File: config.mk
export PLATFORM = sky130hd
export DESIGN_NAME = png_chunk_walker_crc32
export DESIGN_NICKNAME = d
export VERILOG_FILES = /design/src/pcw_pkg.sv /design/src/pcw_crc8.sv /design/src/pcw_in_stage.sv /design/src/pcw_parser.sv /design/src/png_chunk_walker_crc32.sv
export SDC_FILE = /design/constraint.sdc
export NUM_CORES = 1
export LEC_CHECK = 0
export BUFFER_PORTS_ARGS = -buffer_cell sky130_fd_sc_hd__buf_2
export CAP_MARGIN = 15
export CORE_UTILIZATION = 62
export CTS_BUF_LIST = sky130_fd_sc_hd__clkbuf_2 sky130_fd_sc_hd__clkbuf_4 sky130_fd_sc_hd__clkbuf_8
export DETAILED_ROUTE_END_ITERATION = 10
export PLACE_DENSITY = 0.79
export SYNTH_ARGS = -nofsm -noshare
export SYNTH_HDL_FRONTEND = slang
export SYNTH_HIERARCHICAL = 1
export SYNTH_SLANG_ARGS = --single-unit
export TNS_END_PERCENT = 50
File: constraint.sdc
create_clock -name clk -period 9.84 [get_ports clk]
set_input_delay 0.984 -clock clk [delete_from_list [all_inputs] [get_ports clk]]
set_output_delay 0.984 -clock clk [all_outputs]
set_load 0.03 [all_outputs]
File: src/pcw_pkg.sv
`timescale 1ns / 1ps
// ----------------------------------------------------------------------------
// pcw_pkg
// Shared types and constants for the PNG chunk walker with CRC-32.
// ----------------------------------------------------------------------------
package pcw_pkg;

  // Reflected CRC-32 polynomial and the all-ones seed / final XOR mask
  localparam logic [31:0] CRC_POLY  = 32'hEDB8_8320;
  localparam logic [31:0] CRC_ONES  = 32'hFFFF_FFFF;
  // Chunk type "IEND"
  localparam logic [31:0] TYPE_IEND = 32'h4945_4E44;

  // Field counts
  localparam logic [31:0] SIG_BYTES  = 32'd8;
  localparam logic [31:0] WORD_BYTES = 32'd4;

  // Parser phases
  typedef enum logic [2:0] {
    PH_SIG  = 3'd0,
    PH_LEN  = 3'd1,
    PH_TYPE = 3'd2,
    PH_DATA = 3'd3,
    PH_CRC  = 3'd4,
    PH_DONE = 3'd5
  } pcw_phase_t;

  // One input transaction held in the input register
  typedef struct packed {
    logic [7:0] data_byte;
    logic       file_start;
  } pcw_item_t;

endpackage

File: src/pcw_crc8.sv
`timescale 1ns / 1ps
// ----------------------------------------------------------------------------
// pcw_crc8
// Bytewise update of the reflected CRC-32: folds one byte into the remainder.
// ----------------------------------------------------------------------------
module pcw_crc8 (
  input  logic [31:0] crc_in,
  input  logic [7:0]  data_in,
  output logic [31:0] crc_out
);
  import pcw_pkg::*;

  // Shift out eight bits, folding in the polynomial on each set LSB
  always_comb begin
    logic [31:0] c;
    c = crc_in ^ {24'd0, data_in};
    for (int k = 0; k < 8; k++) begin
      if (c[0]) begin
        c = CRC_POLY ^ (c >> 1);
      end else begin
        c = c >> 1;
      end
    end
    crc_out = c;
  end

endmodule

File: src/pcw_in_stage.sv
`timescale 1ns / 1ps
// ----------------------------------------------------------------------------
// pcw_in_stage
// Input register: captures one byte transaction and holds it until the parser
// takes it.
// ----------------------------------------------------------------------------
module pcw_in_stage (
  input  logic               clk,
  input  logic               rst_n,
  input  logic               in_valid,
  output logic               in_ready,
  input  logic [7:0]         in_data_byte,
  input  logic               in_file_start,
  output logic               item_valid,
  output pcw_pkg::pcw_item_t item,
  input  logic               item_take
);
  import pcw_pkg::*;

  logic      valid_r;
  logic      valid_nxt;
  pcw_item_t item_r;

  // Accept when empty or when the held transaction leaves this cycle
  assign in_ready   = !valid_r || item_take;
  assign item_valid = valid_r;
  assign item       = item_r;

  // Track occupancy
  always_comb begin
    valid_nxt = valid_r;
    if (in_valid && in_ready) begin
      valid_nxt = 1'b1;
    end else if (item_take) begin
      valid_nxt = 1'b0;
    end
  end

  always_ff @(posedge clk) begin
    if (!rst_n) begin
      valid_r <= 1'b0;
    end else begin
      valid_r <= valid_nxt;
    end
  end

  // Load payload on accept
  always_ff @(posedge clk) begin
    if (in_valid && in_ready) begin
      item_r.data_byte  <= in_data_byte;
      item_r.file_start <= in_file_start;
    end
  end

endmodule

File: src/pcw_parser.sv
`timescale 1ns / 1ps
// ----------------------------------------------------------------------------
// pcw_parser
// Chunk state machine, running CRC and result register. Consumes one byte per
// cycle unless a result stalls; loads one on a chunk's last type or data byte.
// ----------------------------------------------------------------------------
module pcw_parser (
  input  logic               clk,
  input  logic               rst_n,
  input  logic               item_valid,
  input  pcw_pkg::pcw_item_t item,
  output logic               item_take,
  output logic               out_valid,
  input  logic               out_ready,
  output logic [31:0]        out_chunk_length,
  output logic [31:0]        out_chunk_type,
  output logic [31:0]        out_crc_value,
  output logic               out_end_of_image
);
  import pcw_pkg::*;

  // Parser state
  pcw_phase_t  phase_r, phase_nxt;
  logic [31:0] cnt_r, cnt_nxt;
  logic [31:0] len_r, len_nxt;
  logic [31:0] typ_r, typ_nxt;
  logic [31:0] crc_r, crc_nxt;

  // Result register
  logic        out_valid_r, out_valid_nxt;
  logic [31:0] res_len_r, res_typ_r, res_crc_r;
  logic        res_eoi_r;

  // State as seen by the current byte (a file start restarts the parser)
  pcw_phase_t  ph_cur;
  logic [31:0] cnt_cur, len_cur, typ_cur, crc_cur;
  logic [31:0] cnt_inc;
  logic [31:0] typ_shift;
  logic [31:0] crc_step;

  // Result of the current byte
  logic        emit;
  logic [31:0] emit_typ;
  logic        emit_eoi;

  // Advance the pipeline whenever the result register can be refilled
  assign item_take = item_valid && (!out_valid_r || out_ready);

  always_comb begin
    if (item.file_start) begin
      ph_cur  = PH_SIG;
      cnt_cur = '0;
      len_cur = '0;
      typ_cur = '0;
      crc_cur = CRC_ONES;
    end else begin
      ph_cur  = phase_r;
      cnt_cur = cnt_r;
      len_cur = len_r;
      typ_cur = typ_r;
      crc_cur = crc_r;
    end
  end

  assign cnt_inc   = cnt_cur + 32'd1;
  assign typ_shift = {typ_cur[23:0], item.data_byte};

  pcw_crc8 u_crc8 (
    .crc_in  (crc_cur),
    .data_in (item.data_byte),
    .crc_out (crc_step)
  );

  // Output decode: does this byte finish a chunk
  always_comb begin
    emit     = 1'b0;
    emit_typ = typ_cur;
    unique case (ph_cur)
      PH_TYPE: begin
        emit_typ = typ_shift;
        emit     = (cnt_inc >= WORD_BYTES) && (len_cur == 32'd0);
      end
      PH_DATA: begin
        emit = (cnt_inc == len_cur);
      end
      default: begin
        emit = 1'b0;
      end
    endcase
    emit_eoi = (emit_typ == TYPE_IEND);
  end

  // Next-state logic
  always_comb begin
    phase_nxt = ph_cur;
    cnt_nxt   = cnt_cur;
    len_nxt   = len_cur;
    typ_nxt   = typ_cur;
    crc_nxt   = crc_cur;
    unique case (ph_cur)
      PH_SIG: begin
        cnt_nxt = cnt_inc;
        if (cnt_inc >= SIG_BYTES) begin
          cnt_nxt   = '0;
          len_nxt   = '0;
          phase_nxt = PH_LEN;
        end
      end
      PH_LEN: begin
        len_nxt = {len_cur[23:0], item.data_byte};
        cnt_nxt = cnt_inc;
        if (cnt_inc >= WORD_BYTES) begin
          cnt_nxt   = '0;
          typ_nxt   = '0;
          crc_nxt   = CRC_ONES;
          phase_nxt = PH_TYPE;
        end
      end
      PH_TYPE: begin
        typ_nxt = typ_shift;
        crc_nxt = crc_step;
        cnt_nxt = cnt_inc;
        if (cnt_inc >= WORD_BYTES) begin
          cnt_nxt   = '0;
          phase_nxt = PH_DATA;
        end
      end
      PH_DATA: begin
        crc_nxt = crc_step;
        cnt_nxt = cnt_inc;
      end
      PH_CRC: begin
        cnt_nxt = cnt_inc;
        if (cnt_inc >= WORD_BYTES) begin
          cnt_nxt   = '0;
          len_nxt   = '0;
          phase_nxt = PH_LEN;
        end
      end
      default: begin
        phase_nxt = ph_cur;
      end
    endcase
    // Chunk finished: drop to the stored CRC, or stop after IEND
    if (emit) begin
      cnt_nxt   = '0;
      phase_nxt = emit_eoi ? PH_DONE : PH_CRC;
    end
  end

  // Result register occupancy
  always_comb begin
    out_valid_nxt = out_valid_r;
    if (item_take) begin
      out_valid_nxt = emit;
    end else if (out_ready) begin
      out_valid_nxt = 1'b0;
    end
  end

  always_ff @(posedge clk) begin
    if (!rst_n) begin
      phase_r     <= PH_SIG;
      cnt_r       <= '0;
      len_r       <= '0;
      typ_r       <= '0;
      crc_r       <= CRC_ONES;
      out_valid_r <= 1'b0;
    end else begin
      out_valid_r <= out_valid_nxt;
      if (item_take) begin
        phase_r <= phase_nxt;
        cnt_r   <= cnt_nxt;
        len_r   <= len_nxt;
        typ_r   <= typ_nxt;
        crc_r   <= crc_nxt;
      end
    end
  end

  // Load result payload
  always_ff @(posedge clk) begin
    if (item_take && emit) begin
      res_len_r <= len_cur;
      res_typ_r <= emit_typ;
      res_crc_r <= crc_step ^ CRC_ONES;
      res_eoi_r <= emit_eoi;
    end
  end

  assign out_valid        = out_valid_r;
  assign out_chunk_length = res_len_r;
  assign out_chunk_type   = res_typ_r;
  assign out_crc_value    = res_crc_r;
  assign out_end_of_image = res_eoi_r;

  // Signature count stays below eight bytes
  a_sig_count: assert property (@(posedge clk) disable iff (!rst_n)
    (phase_r == PH_SIG) |-> (cnt_r < SIG_BYTES))
    else $error("signature byte count out of range");

  // Length, type and stored CRC counts stay below four bytes
  a_word_count: assert property (@(posedge clk) disable iff (!rst_n)
    (phase_r == PH_LEN || phase_r == PH_TYPE || phase_r == PH_CRC)
      |-> (cnt_r < WORD_BYTES))
    else $error("field byte count out of range");

  // A result comes only from a type or data byte
  a_emit_phase: assert property (@(posedge clk) disable iff (!rst_n)
    emit |-> (ph_cur == PH_TYPE || ph_cur == PH_DATA))
    else $error("result outside type or data phase");

  // An IEND result leaves the parser done
  a_iend_done: assert property (@(posedge clk) disable iff (!rst_n)
    (item_take && emit && emit_eoi) |=> (phase_r == PH_DONE && out_valid_r && res_eoi_r))
    else $error("IEND did not end the file");

  // A stalled result is not overwritten
  a_res_hold: assert property (@(posedge clk) disable iff (!rst_n)
    (out_valid_r && !out_ready) |=> (out_valid_r && $stable(res_crc_r) && $stable(res_len_r)))
    else $error("stalled result changed");

endmodule

File: src/png_chunk_walker_crc32.sv
`timescale 1ns / 1ps
// ----------------------------------------------------------------------------
// png_chunk_walker_crc32
// Walks the chunks of a PNG byte stream and reports each chunk's length, type
// and CRC-32 over type and data.
// ----------------------------------------------------------------------------
// Usage:
//   Input channel (in_valid/in_ready) carries one file byte per transaction;
//   in_file_start marks the first signature byte of a new file and restarts
//   the parser. No file_start is needed for the first file after reset.
//   Output channel (out_valid/out_ready) carries one transaction per chunk,
//   loaded when the last data byte arrives (the last type byte for an empty
//   chunk). Stored CRC bytes are skipped, not checked. After IEND the block
//   sets out_end_of_image and ignores bytes until the next file start.
//   Throughput: one byte per cycle while no result stalls; the bytewise CRC
//   update between input register and result register is combinational.
//   Output path: a chunk's last byte is held in the input register, then
//   loads the result register, which drives out_valid.
//   Reset: synchronous, active low; the parser waits for a signature and
//   both registers empty.
//   Stall: while out_ready is low a result holds; the input register takes
//   at most one more byte, then in_ready drops until the result is taken.
// ----------------------------------------------------------------------------
module png_chunk_walker_crc32 (
  input  logic        clk,
  input  logic        rst_n,
  input  logic        in_valid,
  output logic        in_ready,
  input  logic [7:0]  in_data_byte,
  input  logic        in_file_start,
  output logic        out_valid,
  input  logic        out_ready,
  output logic [31:0] out_chunk_length,
  output logic [31:0] out_chunk_type,
  output logic [31:0] out_crc_value,
  output logic        out_end_of_image
);
  import pcw_pkg::*;

  logic      item_valid;
  logic      item_take;
  pcw_item_t item;

  // Register the incoming byte
  pcw_in_stage u_in_stage (
    .clk           (clk),
    .rst_n         (rst_n),
    .in_valid      (in_valid),
    .in_ready      (in_ready),
    .in_data_byte  (in_data_byte),
    .in_file_start (in_file_start),
    .item_valid    (item_valid),
    .item          (item),
    .item_take     (item_take)
  );

  // Parse, update CRC and hold the result
  pcw_parser u_parser (
    .clk              (clk),
    .rst_n            (rst_n),
    .item_valid       (item_valid),
    .item             (item),
    .item_take        (item_take),
    .out_valid        (out_valid),
    .out_ready        (out_ready),
    .out_chunk_length (out_chunk_length),
    .out_chunk_type   (out_chunk_type),
    .out_crc_value    (out_crc_value),
    .out_end_of_image (out_end_of_image)
  );

endmodule

After elaboration in Yosys (flattened, before gate mapping)
Cells that the tools add are included.
- word-level logic and storage cells: 83
- bits in registers: 239
- output and inout port bits: 99
- input port bits: 13
- magnitude comparators: 2
- reductions and logical operators: 14
- bitwise logic cells: 10
- mux-type cells: 37
- eq/ne operators: 6
- add/sub/neg operators: 1
- operators with widths (kind ; count):
    $mux W32 ; 20
    $pmux W32 S3 ; 2
    $pmux W32 S2 ; 2
    $not A13 Y14 ; 8
    $add A32 B1 Y32 const B ; 1
    $eq A32 B31 Y1 const B ; 1
    $eq A32 B32 Y1 ; 1
    $ge A32 B3 Y1 const B ; 1
    $ge A32 B4 Y1 const B ; 1
    $logic_not A32 Y1 ; 1
    $not A32 Y32 ; 1
    $xor A32 B8 Y32 ; 1
    $mux W3 ; 6
    $pmux W3 S4 ; 1
    $eq A3 B2 Y1 const B ; 2
    $mux W1 ; 5
    $logic_and A1 B1 Y1 ; 4
    $reduce_bool A2 Y1 ; 2
    $eq A3 B1 Y1 const B ; 1
    $eq A3 B3 Y1 const B ; 1
    $logic_not A3 Y1 ; 1
    $reduce_or A3 Y1 ; 1
    $logic_not A1 Y1 ; 2
    $logic_or A1 B1 Y1 ; 2
    other kinds (2) ; 2

Depth between registers and ports, before layout
- depth in word-level cells: 19
- mapped depth: 22
- depth with buffers taken out: 12

By module
The synthesis kept the hierarchy.
- by module, submodules not included (module ; cells each ; instances ; sequential area each (µm²) ; area each (µm²)):
    pcw_parser ; 1230 ; 1 ; 5555.3 ; 11728.7
    pcw_crc8 ; 64 ; 1 ; 0.0 ; 954.7
    pcw_in_stage ; 14 ; 1 ; 290.3 ; 327.8

Worst setup path before layout
Ideal clock, no wire load.
- kind: register to register
- start point: register u_in_stage.item_r (netlist bit u_in_stage/item[0])
- end point: register u_parser.res_len_r[0] (netlist: u_parser/out_chunk_length[0]) (enable)
- path slack: 0.899 ns
- arrival: 8.385 ns
- data required time: 9.285 ns
- cell stages (with the launch flop): 21
- path buffers: 9
- setup time: 0.555 ns
- period minus slack after synthesis: 8.941 ns
- cell sequence: edfxtp_1 clkbuf_1 clkbuf_1 buf_1 clkbuf_1 clkbuf_1 buf_1 clkbuf_1 nor2b_1 ha_1 buf_4 nand3_4 or4_1 clkbuf_1 nor4b_2 xnor2_1 o211a_1 a31o_2 nand2_2 a41oi_1 nor2_1
- longest elaborated chain between the ends: 6
- elaborated cells on any way between the ends: 12
- classes of those cells: 1 x add/sub; 1 x order compare; 3 x eq/ne; 4 x mux; 3 x reduce/logical
- RTL lines (element ; line ; RTL):
    start, declared ; pcw_in_stage.sv:22 ; pcw_item_t item_r;
    $mux W32 ; pcw_parser.sv:50 ; if (item.file_start) begin
    $add A32 B1 Y32 ; pcw_parser.sv:65 ; assign cnt_inc = cnt_cur + 32'd1;
    $ge A32 B3 Y1 ; pcw_parser.sv:81 ; emit = (cnt_inc >= WORD_BYTES) && (len_cur == 32'd0);
    $logic_and A1 B1 Y1 ; pcw_parser.sv:81 ;
    $pmux W1 S2 * ; pcw_parser.sv:78 ; unique case (ph_cur)
    $logic_and A1 B1 Y1 * ; pcw_parser.sv:183 ; if (item_take && emit) begin
    end signal, assigned ; pcw_parser.sv:184 ; res_len_r <= len_cur;
    end, declared ; pcw_parser.sv:31 ; logic [31:0] res_len_r, res_typ_r, res_crc_r;
Mark *: on every way between the ends. The rest lies on a longest branch, timed or not.
A chain may end at the register's enable or synchronous reset.

Worst setup path after layout
- start point: register u_in_stage.item_r (netlist bit u_in_stage/item[0])
- end point: register u_parser.res_crc_r[28] (netlist: u_parser/out_crc_value[28]) (enable)
- longest elaborated chain between the ends: 6
- elaborated cells on any way between the ends: 12
- classes of those cells: 1 x add/sub; 1 x order compare; 3 x eq/ne; 4 x mux; 3 x reduce/logical
- RTL lines (element ; line ; RTL):
    $mux W32 ; pcw_parser.sv:50 ;
    $add A32 B1 Y32 ; pcw_parser.sv:65 ;
    $ge A32 B3 Y1 ; pcw_parser.sv:81 ;
    $logic_and A1 B1 Y1 ; pcw_parser.sv:81 ;
    $pmux W1 S2 * ; pcw_parser.sv:78 ;
    $logic_and A1 B1 Y1 * ; pcw_parser.sv:183 ;
    end signal, assigned ; pcw_parser.sv:186 ; res_crc_r <= crc_step ^ CRC_ONES;
    end, declared ; pcw_parser.sv:31 ;
Marks and branches as above.

==> run metrics <==
power share of the sequential group 0.480; number of buffers added by the clock tree synthesis step 40; Max FO, Critical Path 52; met3 wirelength from detailed routing 2.803 mm; clock share of power 0.426; dpl hpwl 26.04 mm; leading cell type in the layout, fill and taps excluded sky130_fd_sc_hd__dfxtp_1; critical path data arrival time 5.59 ns; critical setup path kind reg -> reg; Final min period 5.417 ns; Final TNS setup 0 ns; via count of the first global-routing pass 10089; fraction of the yosys area taken by sequential cells 0.4493; met2 wire len 17.55 mm; largest net degree at the start of global routing 75; dominant synthesized flop cell sky130_fd_sc_hd__dfxtp_1; max_slew headroom 0.2935; Bufs and invs on worst path 1; maximum clock rate 184.6 MHz; Max Cap Viol 0; Sinks on Clock Net 239; Total GRT Usage 0.3492; Antenna Diode Count 0; total congestion overflow 0; Psw 562.6 uW; number of buffers inserted by hold repair at cts 0; fraction of final layout cells sized beyond drive strength 1 0.2054; met1 wire length 15.51 mm; wire length per cell 22.50 microns; number of buffers inserted by post-CTS setup repair 0; clock buffer depth 3; number of detailed-routing iterations run before antenna repair 6; count of port buffers added during placement 111; number of standard-cell rows in the floorplan 52; number of enable flip-flop cells after synthesis 106; Synth Register Bits 239; worst clock skew 0.02666 ns; Post-CTS Resized 0; cell count after synthesis 1308; post-synth cell types 92; RSZ-0062 raised after global routing false; final hold violations 0; mean area per synthesized cell 9.947 sq um; critical path data required time 10.01 ns; post-synth net total 1323; total of warnings raised by yosys 6; synth-to-layout area growth 11.80%; via density per instance 6.410; post-CTS clock slew at the launch and capture registers of the worst setup and hold paths 0.07 ns; final-report max-slew violation count 0; Startpoint Class register; first-iteration detailed-routing DRC count 1154; master cell of the clock root buffer sky130_fd_sc_hd__clkbuf_8; worst-case hold slack 0.4755 ns; wire length of the first global-routing pass 58.20 mm; Core Footprint 0.02043 sq mm; status finished, final reports clean; delay of the slowest critical-path stage 1.00 ns; pin slew with the least headroom to its limit 1.033 ns; cells along the critical path nor2b_1 -> ha_1 -> nand3_4 -> nor2_1 -> nand3_1 -> xor2_1 -> a2111oi_0 -> a31o_2 -> and4_1 -> a41oi_1 -> nor2_4 -> buf_4; min-delay worst type reg -> reg; initial antenna violation count 0; Leak Pwr 0.005373 uW; area enclosed by the die boundary 0.02157 sq mm; peak supply drop 0.1472 mV; combinational power share 0.094; effective utilization at floorplan 0.6369; latest clock arrival within the worst-skew pair 0.56 ns; final weighted congestion in routability-driven placement 1.007; DRC viols 0; number of nets with antenna violations after routing 0; Max Used Layer met4; cell area after synthesis 0.01301 sq mm; number of primary I/O pins 112; CP endpoint kind register; setup violation total in the final timing report 0; leading cell types in the layout, fill and taps excluded 133 x sky130_fd_sc_hd__dfxtp_1, 118 x sky130_fd_sc_hd__nand2_1, 112 x sky130_fd_sc_hd__buf_2, 106 x sky130_fd_sc_hd__edfxtp_1, 75 x sky130_fd_sc_hd__nor2b_1; H-tree depth 2; vias post-DR 10781; post-route clock period utilization 0.5505; share of synthesized registers carrying an async set or reset 0; DIE WIDTH 146.9 microns; CP max stage cell sky130_fd_sc_hd__a2111oi_0; vertical extent of the die 146.9 microns; switching power share of the total 0.2500; power density over the cells 154.7 mW/mm^2; internal power 1688 uW; number of nets in the final layout 1395; TritonCTS clock tree built; cell family with the largest share of critical-path delay simple AND/OR/NAND/NOR gates; post-detailed-routing wire length 37.84 mm
-- worst reg2reg max path, cell delays in order, from the launching register on --
cell and delay [ns]:
sky130_fd_sc_hd__edfxtp_1 0.57, sky130_fd_sc_hd__nor2b_1 0.28, sky130_fd_sc_hd__ha_1 0.46, sky130_fd_sc_hd__nand3_4 0.18
sky130_fd_sc_hd__nor2_1 0.55, sky130_fd_sc_hd__nand3_1 0.26, sky130_fd_sc_hd__xor2_1 0.33, sky130_fd_sc_hd__a2111oi_0 1.00
sky130_fd_sc_hd__a31o_2 0.30, sky130_fd_sc_hd__and4_1 0.22, sky130_fd_sc_hd__a41oi_1 0.12, sky130_fd_sc_hd__nor2_4 0.18
sky130_fd_sc_hd__buf_4 0.54
-- layer usage --
metal,global-route usage,vias up
met5,0,-
met4,0.1849,0
met3,0.05714,115
met2,0.5460,573
met1,0.4675,5148
li1,-,4945
-- final timing paths --
path                           endpoint                from  cells after the start  slack [ns]
max          u_parser/out_crc_value[28]  u_in_stage/item[0]                     12        4.42
max reg2reg  u_parser/out_crc_value[28]  u_in_stage/item[0]                     12        4.42
min reg2reg          u_parser/crc_r[23]  u_parser/crc_r[23]                      1        0.48
min                  u_parser/crc_r[23]  u_parser/crc_r[23]                      1        0.48
-- state kept, by name (all words and copies together) (netlist names), 3 cells and up --
register                   flops
u_parser/crc_r                32
u_parser/out_chunk_type       32
u_parser/cnt_r                32
u_parser/out_crc_value        32
u_parser/len_r                32
u_parser/out_chunk_length     32
u_in_stage/item                9
u_parser/typ_r                32
u_parser/phase_r               3
-- area by class of cell --
type | instances | area, sq um
Inverter | 50 | 187.7
Fill cell | 1525 | 5883
Sequential cell | 239 | 5846
Clock buffer | 59 | 749.5
Timing Repair Buffer | 131 | 706.9
Multi-Input combinational cell | 918 | 6585
Clock inverter | 15 | 133.9
Tap cell | 270 | 337.8
-- per-stage QoR --
stage	setup WS, ns	power [uW]	instances	util	cell area [sq um]
floorplan	0.8993	1244	1308	-	13010
detailed placement	4.596	1305	1607	0.6682	13650
finish	4.423	2251	1682	0.7120	14550
global placement	4.646	1303	1606	0.6680	13650
global route	4.154	2319	1682	0.7120	14550
CTS	4.570	2261	1681	0.7115	14540
-- power groups by stage --
stage | sequential (uW) | combinational (uW) | clock (uW)
floorplan | 1090 | 159 | 0
finish | 1080 | 211 | 960
global placement | 1100 | 203 | 0
CTS | 1080 | 207 | 975
detailed placement | 1100 | 205 | 0
global route | 1080 | 225 | 1020
-- cell families (layout without fill, tap and decap cells) --
family                     Yosys count  in the layout  share of synthesized area
and+or+nand+nor                    487            487                     0.2118
muxes                                4              4                   0.003077
adders and majority gates            3              3                   0.002692
AOI/OAI and AO/OA                  301            301                     0.1675
DFF                                239            239                     0.4493
xor gates and xnor gates           123            123                     0.1178
buffers and inverters              151            255                    0.04779
-- cell usage after synthesis, types with 32 or more instances --
| library cell | n | area share |
|---|---|---|
| sky130_fd_sc_hd__o22a_1 | 32 | 0.022 |
| sky130_fd_sc_hd__or2_2 | 37 | 0.018 |
| sky130_fd_sc_hd__a221oi_1 | 32 | 0.022 |
| sky130_fd_sc_hd__nand2_1 | 118 | 0.034 |
| sky130_fd_sc_hd__nand3_1 | 32 | 0.012 |
| sky130_fd_sc_hd__inv_1 | 48 | 0.014 |
| sky130_fd_sc_hd__xnor2_1 | 65 | 0.044 |
| sky130_fd_sc_hd__o211ai_1 | 35 | 0.020 |
| sky130_fd_sc_hd__edfxtp_1 | 106 | 0.24 |
| sky130_fd_sc_hd__nor2b_1 | 75 | 0.036 |
| sky130_fd_sc_hd__nor2_1 | 63 | 0.018 |
| sky130_fd_sc_hd__o21ai_0 | 57 | 0.022 |
| sky130_fd_sc_hd__clkbuf_1 | 67 | 0.019 |
| sky130_fd_sc_hd__dfxtp_1 | 133 | 0.20 |
| sky130_fd_sc_hd__a22oi_1 | 34 | 0.020 |
Note: power is estimated with default switching activity, not from simulation.
